`src/rtl/gzhp_pkg.sv`:
```
// Shared types, constants and section sequencing for the gzip header parser.
package gzhp_pkg;

  localparam logic [7:0] GZ_ID1       = 8'h1f;
  localparam logic [7:0] GZ_ID2       = 8'h8b;
  localparam logic [7:0] GZ_DEFLATE   = 8'h08;
  localparam logic [7:0] GZ_F_HCRC    = 8'h02;
  localparam logic [7:0] GZ_F_EXTRA   = 8'h04;
  localparam logic [7:0] GZ_F_NAME    = 8'h08;
  localparam logic [7:0] GZ_F_COMMENT = 8'h10;
  localparam logic [7:0] GZ_F_RESV    = 8'hE0;

  localparam logic [3:0] FIXED_LAST = 4'd9;

  typedef enum logic [2:0] {
    PH_FIXED,
    PH_XLEN,
    PH_XSKIP,
    PH_NAME,
    PH_COMMENT,
    PH_HCRC,
    PH_DONE
  } phase_t;

  typedef enum logic [2:0] {
    ST_OK,
    ST_MAGIC,
    ST_METHOD,
    ST_RESERVED,
    ST_PREMATURE
  } status_t;

  typedef struct packed {
    phase_t      phase;
    logic [3:0]  idx;
    logic [7:0]  flags;
    logic [31:0] mtime;
    logic [15:0] xrem;
    logic [31:0] total;
    status_t     fault;
  } state_t;

  typedef struct packed {
    status_t     status;
    logic [31:0] offset;
    logic [31:0] mtime;
    logic [7:0]  flags;
  } result_t;

  localparam state_t STATE_RESET = '{
    phase: PH_FIXED,
    idx:   4'd0,
    flags: 8'd0,
    mtime: 32'd0,
    xrem:  16'd0,
    total: 32'd0,
    fault: ST_OK
  };

  // First optional section after 'after' whose flag is set, else PH_DONE.
  function automatic phase_t next_sec(input phase_t after, input logic [7:0] flags);
    phase_t ph;
    ph = PH_DONE;
    if (after < PH_HCRC && (flags & GZ_F_HCRC) != 8'd0) ph = PH_HCRC;
    if (after < PH_COMMENT && (flags & GZ_F_COMMENT) != 8'd0) ph = PH_COMMENT;
    if (after < PH_NAME && (flags & GZ_F_NAME) != 8'd0) ph = PH_NAME;
    if (after < PH_XLEN && (flags & GZ_F_EXTRA) != 8'd0) ph = PH_XLEN;
    return ph;
  endfunction

endpackage

```
`src/rtl/gzhp_step.sv`:
```
// Per-byte next-state and result logic of the gzip header parser.
module gzhp_step (
  input  gzhp_pkg::state_t  cur,
  input  logic [7:0]        data_byte,
  input  logic              stream_end,
  output gzhp_pkg::state_t  nxt,
  output logic              emit,
  output gzhp_pkg::result_t res
);
  import gzhp_pkg::*;

  logic [15:0] xr;
  logic        adv;
  phase_t      after;
  phase_t      ph;
  status_t     st;

  always_comb begin
    nxt   = cur;
    emit  = 1'b0;
    st    = ST_OK;
    adv   = 1'b0;
    after = cur.phase;
    xr    = cur.xrem;
    ph    = PH_DONE;

    if (stream_end) begin
      emit = 1'b1;
      st   = ST_PREMATURE;
    end else begin
      if (cur.total != 32'hFFFF_FFFF) nxt.total = cur.total + 32'd1;

      case (cur.phase)
        PH_XLEN: begin
          if (cur.idx == 4'd0) begin
            nxt.xrem = {8'd0, data_byte};
            nxt.idx  = 4'd1;
          end else begin
            xr       = {data_byte, cur.xrem[7:0]};
            nxt.xrem = xr;
            if (xr != 16'd0) begin
              nxt.phase = PH_XSKIP;
            end else begin
              adv   = 1'b1;
              after = PH_XSKIP;
            end
          end
        end
        PH_XSKIP: begin
          xr       = cur.xrem - 16'd1;
          nxt.xrem = xr;
          if (xr == 16'd0) begin
            adv   = 1'b1;
            after = PH_XSKIP;
          end
        end
        PH_NAME, PH_COMMENT: begin
          if (data_byte == 8'd0) adv = 1'b1;
        end
        PH_HCRC: begin
          if (cur.idx == 4'd0) nxt.idx = 4'd1;
          else adv = 1'b1;
        end
        default: begin
          // fixed ten-byte header; first fault wins, reported after byte 9
          if (cur.idx == 4'd0 && data_byte != GZ_ID1 && cur.fault == ST_OK)
            nxt.fault = ST_MAGIC;
          else if (cur.idx == 4'd1 && data_byte != GZ_ID2 && cur.fault == ST_OK)
            nxt.fault = ST_MAGIC;
          else if (cur.idx == 4'd2 && data_byte != GZ_DEFLATE && cur.fault == ST_OK)
            nxt.fault = ST_METHOD;
          else if (cur.idx == 4'd3)
            nxt.flags = data_byte;
          else if (cur.idx >= 4'd4 && cur.idx <= 4'd7)
            nxt.mtime[{cur.idx[1:0], 3'b000} +: 8] = data_byte;

          if (cur.idx < FIXED_LAST) begin
            nxt.idx = cur.idx + 4'd1;
          end else if (cur.fault != ST_OK) begin
            emit = 1'b1;
            st   = cur.fault;
          end else if ((cur.flags & GZ_F_RESV) != 8'd0) begin
            emit = 1'b1;
            st   = ST_RESERVED;
          end else begin
            adv   = 1'b1;
            after = PH_FIXED;
          end
        end
      endcase

      if (adv) begin
        ph      = next_sec(after, nxt.flags);
        nxt.idx = 4'd0;
        if (ph == PH_DONE) begin
          emit = 1'b1;
          st   = ST_OK;
        end else begin
          nxt.phase = ph;
        end
      end
    end

    res.status = st;
    res.offset = nxt.total;
    res.mtime  = nxt.mtime;
    res.flags  = nxt.flags;

    if (emit) nxt = STATE_RESET;
  end

endmodule

```
`src/rtl/gzhp_out_reg.sv`:
```
// Result holding register with stall handling.
module gzhp_out_reg (
  input  logic              clk,
  input  logic              rst,
  input  logic              load,
  input  gzhp_pkg::result_t load_res,
  input  logic              out_stall,
  output logic              out_valid,
  output gzhp_pkg::result_t out_res,
  output logic              free
);
  import gzhp_pkg::*;

  assign free = !out_valid || !out_stall;

  always_ff @(posedge clk) begin
    if (rst) begin
      out_valid <= 1'b0;
    end else if (load) begin
      out_valid <= 1'b1;
    end else if (!out_stall) begin
      out_valid <= 1'b0;
    end
  end

  always_ff @(posedge clk) begin
    if (load) begin
      out_res <= load_res;
    end
  end

endmodule

```
`src/rtl/gzip_header_parser.sv`:
```
// A byte is registered in the input register at accept and parsed from there once the
//   result register is free; a result beat is registered, then shows on out_valid.
// Throughput: one input beat per cycle unless held off by a stalled result.
// A stalled result holds the pipe only when the input register is also full.
// Reset (rst, synchronous, active high) clears the header state and both valids.
// Top level of the gzip member header parser.
module gzip_header_parser (
  input  logic        clk,
  input  logic        rst,
  input  logic        in_valid,
  output logic        in_stall,
  input  logic [7:0]  data_byte,
  input  logic        stream_end,
  output logic        out_valid,
  input  logic        out_stall,
  output logic [2:0]  status,
  output logic [31:0] data_offset,
  output logic [31:0] mod_time,
  output logic [7:0]  header_flags
);
  import gzhp_pkg::*;

  // input register: one beat waiting to be parsed
  logic       s1_valid;
  logic [7:0] s1_byte;
  logic       s1_end;

  // parser state, one update per parsed beat
  state_t  state;
  state_t  state_next;
  logic    emit;
  result_t step_res;
  result_t out_res;
  logic    out_free;
  logic    proc;

  // a beat is parsed whenever the result register can take what it may yield
  assign proc     = s1_valid && out_free;
  assign in_stall = s1_valid && !out_free;

  always_ff @(posedge clk) begin
    if (rst) begin
      s1_valid <= 1'b0;
    end else if (in_valid && !in_stall) begin
      s1_valid <= 1'b1;
    end else if (proc) begin
      s1_valid <= 1'b0;
    end
  end

  always_ff @(posedge clk) begin
    if (in_valid && !in_stall) begin
      s1_byte <= data_byte;
      s1_end  <= stream_end;
    end
  end

  always_ff @(posedge clk) begin
    if (rst) begin
      state <= STATE_RESET;
    end else if (proc) begin
      state <= state_next;
    end
  end

  gzhp_step u_step (
    .cur        (state),
    .data_byte  (s1_byte),
    .stream_end (s1_end),
    .nxt        (state_next),
    .emit       (emit),
    .res        (step_res)
  );

  gzhp_out_reg u_out (
    .clk       (clk),
    .rst       (rst),
    .load      (proc && emit),
    .load_res  (step_res),
    .out_stall (out_stall),
    .out_valid (out_valid),
    .out_res   (out_res),
    .free      (out_free)
  );

  assign status       = out_res.status;
  assign data_offset  = out_res.offset;
  assign mod_time     = out_res.mtime;
  assign header_flags = out_res.flags;

endmodule

```
`config.mk`:
```
export PLATFORM = sky130hd
export DESIGN_NAME = gzip_header_parser
export DESIGN_NICKNAME = d
export VERILOG_FILES = /design/src/rtl/gzhp_pkg.sv /design/src/rtl/gzhp_step.sv /design/src/rtl/gzhp_out_reg.sv /design/src/rtl/gzip_header_parser.sv
export SDC_FILE = /design/constraint.sdc
export NUM_CORES = 1
export LEC_CHECK = 0
export BUFFER_PORTS_ARGS = -buffer_cell sky130_fd_sc_hd__buf_4
export CAP_MARGIN = 20
export CORE_UTILIZATION = 31
export CTS_CLUSTER_SIZE = 8
export DETAILED_ROUTE_END_ITERATION = 10
export GPL_TIMING_DRIVEN = 0
export PLACE_DENSITY = 0.55
export SYNTH_ARGS = -nofsm -noshare
export SYNTH_HDL_FRONTEND = slang
export SYNTH_SLANG_ARGS = --single-unit
```
`constraint.sdc`:
```
create_clock -name clk -period 5.22 [get_ports clk]
set_clock_uncertainty 0.15 [all_clocks]
set_input_delay 0.522 -clock clk [delete_from_list [all_inputs] [get_ports clk]]
set_output_delay 0.522 -clock clk [all_outputs]
set_load 0.02 [all_outputs]
```
# ---- After elaboration in Yosys (flattened, before gate mapping)
# Cells that the tools add are included.
dict set report classes {
  n_shift 2
  n_mux 67
  n_addsub 4
  order_cmp 7
  n_eq_ne 19
  reduce_logical 41
}
# cell count
set ops {}
lappend ops {{$mux 40} 5}
lappend ops {{$mux 98} 2}
lappend ops {{$mux 32} 3}
lappend ops {{$mux 3} 24}
lappend ops {{$add 32x1->32 const B} 1}
lappend ops {{$bwmux 32} 1}
lappend ops {{$ne 32x32->1 const B} 1}
lappend ops {{$pmux 16 s2} 1}
lappend ops {{$shift 8x7->32 const A} 1}
lappend ops {{$shiftx 8x7->32} 1}
lappend ops {{$mux 1} 20}
lappend ops {{$logic_not 16->1} 1}
lappend ops {{$mux 16} 1}
lappend ops {{$reduce_bool 16->1} 1}
lappend ops {{$sub 16x1->16 const B} 1}
lappend ops {{$logic_and 1x1->1} 15}
lappend ops {{$eq 3x3->1 const B} 3}
lappend ops {{$pmux 3 s3} 1}
lappend ops {{$eq 4x2->1 const B} 2}
lappend ops {{$logic_not 8->1} 1}
lappend ops {{$mux 4} 2}
lappend ops {{$mux 8} 1}
lappend ops {{$ne 8x4->1 const B} 1}
lappend ops {{$ne 8x5->1 const B} 1}
lappend ops {{35 further kinds} 49}
dict set report totals {
  register_bits 184
  wordCells 156
  inputBits 13
  out_inout_bits 77
}

# ---- Depth between registers and ports, before layout
dict set report logic_depth {
  word_depth 23
  depth_mapped 13
  depth_no_buf 10
}

# ---- Hierarchy
# A second synthesis with hierarchy kept.
dict set report unflattened {
  cells_unflattened 1091
  hier_area_um2 10198.5
}
# mod seq_area_each_um2 area_each_um2 cells_per_inst n_inst
set by_module_without_submodules {}
lappend by_module_without_submodules {gzip_header_parser 2252.2 4640.7 461 1}
lappend by_module_without_submodules {gzhp_step 0.0 3273.1 551 1}
lappend by_module_without_submodules {gzhp_out_reg 2272.2 2284.7 79 1}

# ---- Worst setup path after synthesis
# OpenSTA, ideal clock, no wires.
dict set report synth_path {
  path_type {reg-to-reg}
  start {reg state[39] (netlist bit)}
  end {reg, netlist name u_out.out_res[0]}
  setup_slack_ns 1.086
  synth_period_minus_slack_ns 4.134
  t_required_ns 4.640
  path_buffers 2
  setup_time_ns 0.430
  arrival_ns 3.554
  stages_incl_launch_ff 10
  cell_sequence {dfxtp_1 -> buf_6 -> or4_1 -> buf_2 -> nor4_4 -> xnor2_1 -> nor4_4 -> a21o_2 -> nand2_1 -> inv_1}
}
dict set report synth_between {
  elab_chain_len 18
  word_cells_on_any_way 32
  cone_classes {1 x add/sub; 4 x order compare; 1 x eq/ne; 19 x mux; 7 x reduce/logical}
}
# element line_no
set synth_rtl {}
lappend synth_rtl {{start: declaration} gzip_header_parser.sv:29} ;# state_t state;
lappend synth_rtl {{start signal: assignment} gzip_header_parser.sv:62} ;# state <= state_next;
lappend synth_rtl {{$sub 16x1->16 or $reduce_bool 16->1 (tied branches)} {gzhp_step.sv:50, gzhp_step.sv:41}}
lappend synth_rtl {{$logic_not 16->1 or $mux 3 (tied branches)} {gzhp_step.sv:52, gzhp_step.sv:41}}
lappend synth_rtl {{$mux 3 (on tied branches)} {gzhp_step.sv:52, gzhp_step.sv:35}}
lappend synth_rtl {{$pmux 3 s3} gzhp_step.sv:33} ;# case (cur.phase)
lappend synth_rtl {{$mux 3} gzhp_step.sv:27} ;# if (stream_end) begin
lappend synth_rtl {{$lt 3x3->1} gzhp_pkg.sv:64} ;# if (after < PH_HCRC && (flags & GZ_F_HCRC) != 8'd0) ph = PH_HCRC;
lappend synth_rtl {{$logic_and 1x1->1} gzhp_pkg.sv:64}
lappend synth_rtl {{$mux 2} gzhp_pkg.sv:64}
lappend synth_rtl {{[3 not listed]} n/a}
lappend synth_rtl {{$mux 3} gzhp_step.sv:92} ;# if (adv) begin
lappend synth_rtl {{$mux 3} gzhp_step.sv:27}
lappend synth_rtl {{$eq 3x3->1} gzhp_step.sv:95} ;# if (ph == PH_DONE) begin
lappend synth_rtl {{$mux 1} gzhp_step.sv:95}
lappend synth_rtl {{$mux 1 (*)} gzhp_step.sv:92}
lappend synth_rtl {{$mux 1 (*)} gzhp_step.sv:27}
lappend synth_rtl {{$logic_and 1x1->1 (*)} gzip_header_parser.sv:78} ;# .load (proc && emit),
lappend synth_rtl {{via u_out.load} gzhp_out_reg.sv:5} ;# input logic load,
# Mark *: on every way through the listed nets, which the timed path passes. The rest lies on a longest branch. The select of a mux whose other input is x is not followed.
# A chain may end at the register's enable or synchronous reset.

# ---- Worst setup path in the final report
dict set report layout_path {
  start {reg s1_byte[5]}
  end {reg, netlist name u_out.out_res[36]}
}
dict set report layout_between {
  elab_chain_len 20
  word_cells_on_any_way 44
  cone_classes {4 x order compare; 4 x eq/ne; 23 x mux; 13 x reduce/logical}
}
# element line_no
set layout_rtl {}
lappend layout_rtl {{start: declaration} gzip_header_parser.sv:25} ;# logic [7:0] s1_byte;
lappend layout_rtl {{start signal: assignment} gzip_header_parser.sv:53} ;# s1_byte <= data_byte;
lappend layout_rtl {{parallel branches: the longest is 17 deep, another holds $lt 3x3->1} n/a}
lappend layout_rtl {{$mux 1 (*)} gzhp_step.sv:92}
lappend layout_rtl {{$mux 1 (*)} gzhp_step.sv:27}
lappend layout_rtl {{$logic_and 1x1->1 (*)} gzip_header_parser.sv:78}
lappend layout_rtl {{via u_out.load} gzhp_out_reg.sv:5}
# Mark *: on every way through the listed nets, which the timed path passes. The select of a mux whose other input is x is not followed.

==> impl_metrics.json <==
{
  "outcome": "finished clean",
  "gp_congestion": 0.863,
  "ys_top_cells_by_count": "105 x nand2_1, 99 x dfxtp_1, 84 x edfxtp_1",
  "io_pins": 90,
  "rsz0062_at_grt": "no",
  "dpl-instance-area_um2": 9600,
  "synth_cell_type_count": 68,
  "viasPerCell": 5.22,
  "hold_path.class": "input pin to flip-flop",
  "drv_cap": 0,
  "ir_drop_v": 0.000153,
  "final.min_clock_period_ps": 3870,
  "detail-route-antenna-nets": 0,
  "avgSynthCellArea_um2": 10.4,
  "clockPowerShare": 0.433,
  "hold_viol_final": 0,
  "timing.rr.end": "u_out.out_res[36]",
  "yosysSeqAreaShare": 0.531,
  "yosysMostFrequentCell": "nand2_1",
  "whs_path_depth": 1,
  "clk_root_buffer_cell": "clkbuf_16",
  "hpwl_mm": 15.6,
  "hold_buffers": 0,
  "htreeDepth": 4,
  "start_util": 0.315,
  "report.final.slew_viol_count": 0,
  "ys_ff_latch": 183,
  "cts_buffer_depth": 2,
  "crit_fanout": 54,
  "insertion_delay_ps": 440,
  "worst-setup-path-type": "flip-flop to flip-flop",
  "power.switching_w": 0.000769,
  "cp-start-kind": "flip-flop",
  "slowest_stage": "or4b_1",
  "syn_area_um2": 8480,
  "post_drt_wl_per_cell_um": 17.5,
  "holdPathEnd": "s1_byte[4]",
  "drc": 0,
  "seqPwrFrac": 0.511,
  "core-area_um2": 26900,
  "power.density_nw_per_um2": 292,
  "busiest_layer": "met2",
  "cts_resized": 0,
  "grt_pass1_vias": 6247,
  "cp.arrival_ps": 3840,
  "end_kind": "flip-flop",
  "die_y_um": 167,
  "cp_top_family": "simple AND/OR/NAND/NOR gates",
  "antenna_found_initial": 0,
  "clk_pin_slew_ps": 80,
  "setup_violations": 0,
  "period_share": 0.742,
  "synth_edf_count": 84,
  "wl_mm": 22.3,
  "intPower_w": 0.00220,
  "synth_top_cell_by_area": "edfxtp_1",
  "drive_above_1_share": 0.174,
  "cts.sinks": 183,
  "die_area_um2": 28000,
  "numCtsBuffers": 17,
  "die_w_um": 167,
  "hold_start": "data_byte[4]",
  "synth_ff_type": "dfxtp_1",
  "area_delta_synth_final_pct": 20.1,
  "ff2ff_path_depth": 9,
  "cts_tree": "built",
  "synth_top_area_frac": 0.298,
  "slew-limit-headroom": 0.287,
  "rows": 60,
  "combPwrFrac": 0.056,
  "crit_buf_inv": 3,
  "timing.fmax_mhz": 258,
  "leakage_nw": 3.76,
  "met1_usage": 0.227,
  "post_cts_buffers": 0,
  "cpPeakStageDelay_ps": 660,
  "vias": 6652,
  "fin_nets": 944,
  "switching_share": 0.259,
  "r2r_slack_ps": 1350,
  "synth_warnings": 0,
  "tightest_slew_ps": 1070,
  "final_area_um2": 10200,
  "cp.required_ps": 5190,
  "grt_max_degree": 55,
  "synth_nets": 836,
  "synthCells": 812,
  "ys_async_sr_fraction": 0,
  "grt-ovfl-total": 0,
  "diodes": 0,
  "first_pass_iters": 6,
  "p_total_w": 0.00297,
  "startpoint": "s1_byte[5]",
  "use_met2": 0.246,
  "drt_iter0_drc": 502,
  "grt_use_met3": 0.0225,
  "path_cells": "clkbuf_1, or4b_1, o211ai_1, and4_1, nand3_1, a31oi_1, nand2_1, inv_4, buf_16",
  "synthTopCellsByArea": "edfxtp_1 30%, dfxtp_1 23%, a22o_1 6.8%",
  "io_buffers": 88,
  "r2r-start": "s1_byte[5]",
  "grt_pass1_wl_mm": 35.0,
  "grt_usage": 0.159
}
cells by family after synthesis:
group,share of synthesized area
adder cells (fa/ha/maj),0.0162
AND/OR/NAND/NOR,0.168
buffers and inverters,0.0360
AO/OA/AOI/OAI,0.193
multiplexers,0.0120
flip-flops,0.531
XOR/XNOR,0.0434
per-layer routing:
layer | wire length [µm] | part of all wire | vias to the layer above
li1 | - | - | 3271
met1 | 11100 | 0.50 | 3201
met2 | 10200 | 0.46 | 155
met3 | 734 | 0.033 | 25
met4 | 333 | 0.015 | 0
met5 | 0 | 0 | -
layout make-up:
cell class | instances | area [µm²]
clock buffer | 17 | 425
inverter | 22 | 85.1
timing repair buffer | 89 | 688
clock inverter | 15 | 159
fill | 2740 | 16700
multi-input combinational | 560 | 3670
sequential | 183 | 4500
tap | 341 | 427
buffer | 47 | 223
state kept, by name, summed over array words and instances (netlist names):
signal           count
u_out.out_res       75
s1_byte              8
s1_end               1
state               97
s1_valid             1
u_out.out_valid      1
power groups by stage:
stage          clock network (W)   logic, W  registers [W]
2_1_floorplan                  0  0.0000840        0.00156
3_3_place_gp                   0   0.000162        0.00155
3_5_place_dp                   0   0.000164        0.00155
4_1_cts                  0.00131   0.000165        0.00152
5_1_grt                  0.00137   0.000179        0.00152
6_report                 0.00129   0.000165        0.00152
cell usage in the layout (no fill, tap or decap), drive strengths merged, types with 6 or more instances in the layout:
cell / Yosys / final
nand2b: 6 / 6
edfxtp: 84 / 84
or4: 8 / 8
and3: 13 / 13
dfxtp: 99 / 99
o22ai: 14 / 14
nor4: 16 / 16
nand4: 11 / 11
mux2: 9 / 9
o21ai: 48 / 48
nand3: 17 / 17
clkbuf: 34 / 51
ha: 11 / 11
a22oi: 8 / 8
inv: 22 / 30
xnor2: 30 / 30
buf: 13 / 102
and4: 6 / 6
o31ai: 12 / 12
a21oi: 23 / 23
a22o: 66 / 66
clkinv: 0 / 7
nand2: 105 / 105
nor2: 40 / 40
o211ai: 17 / 17
xor2: 12 / 12
nor3: 14 / 14
or3: 6 / 6
through the flow:
step | utilization | setup WS [ps] | std cells | hold slack [ps] | TNS (ps)
after floorplan | - | 1090 | 812 | 288 | 0
after global placement | 0.356 | -313 | 1241 | 303 | -23140
after detailed placement | 0.357 | 1430 | 1242 | 308 | 0
after CTS | 0.379 | 1390 | 1274 | 84.9 | 0
after global routing | 0.379 | 1120 | 1274 | 83.2 | 0
final | 0.379 | 1350 | 1274 | 99.9 | 0
worst max-delay path by stage:
stage | end | slack (ps) | cells past startpoint
after detailed placement | u_out.out_res[22] | 1430 | 9
after floorplan | u_out.out_res[0] | 1090 | 9
after global placement | u_out.out_res[22] | -310 | 8
after global routing | state[31] | 1120 | 12
final | u_out.out_res[36] | 1350 | 9
after CTS | u_out.out_res[9] | 1390 | 9
worst reg2reg max path: cells and delay by family (launching register included):
family          cells  cell delay (ps)
simple gates        4             1380
compound gates      2              660
buf+inv             3              960
flops               1              360
(Power assumes the default switching activity.)
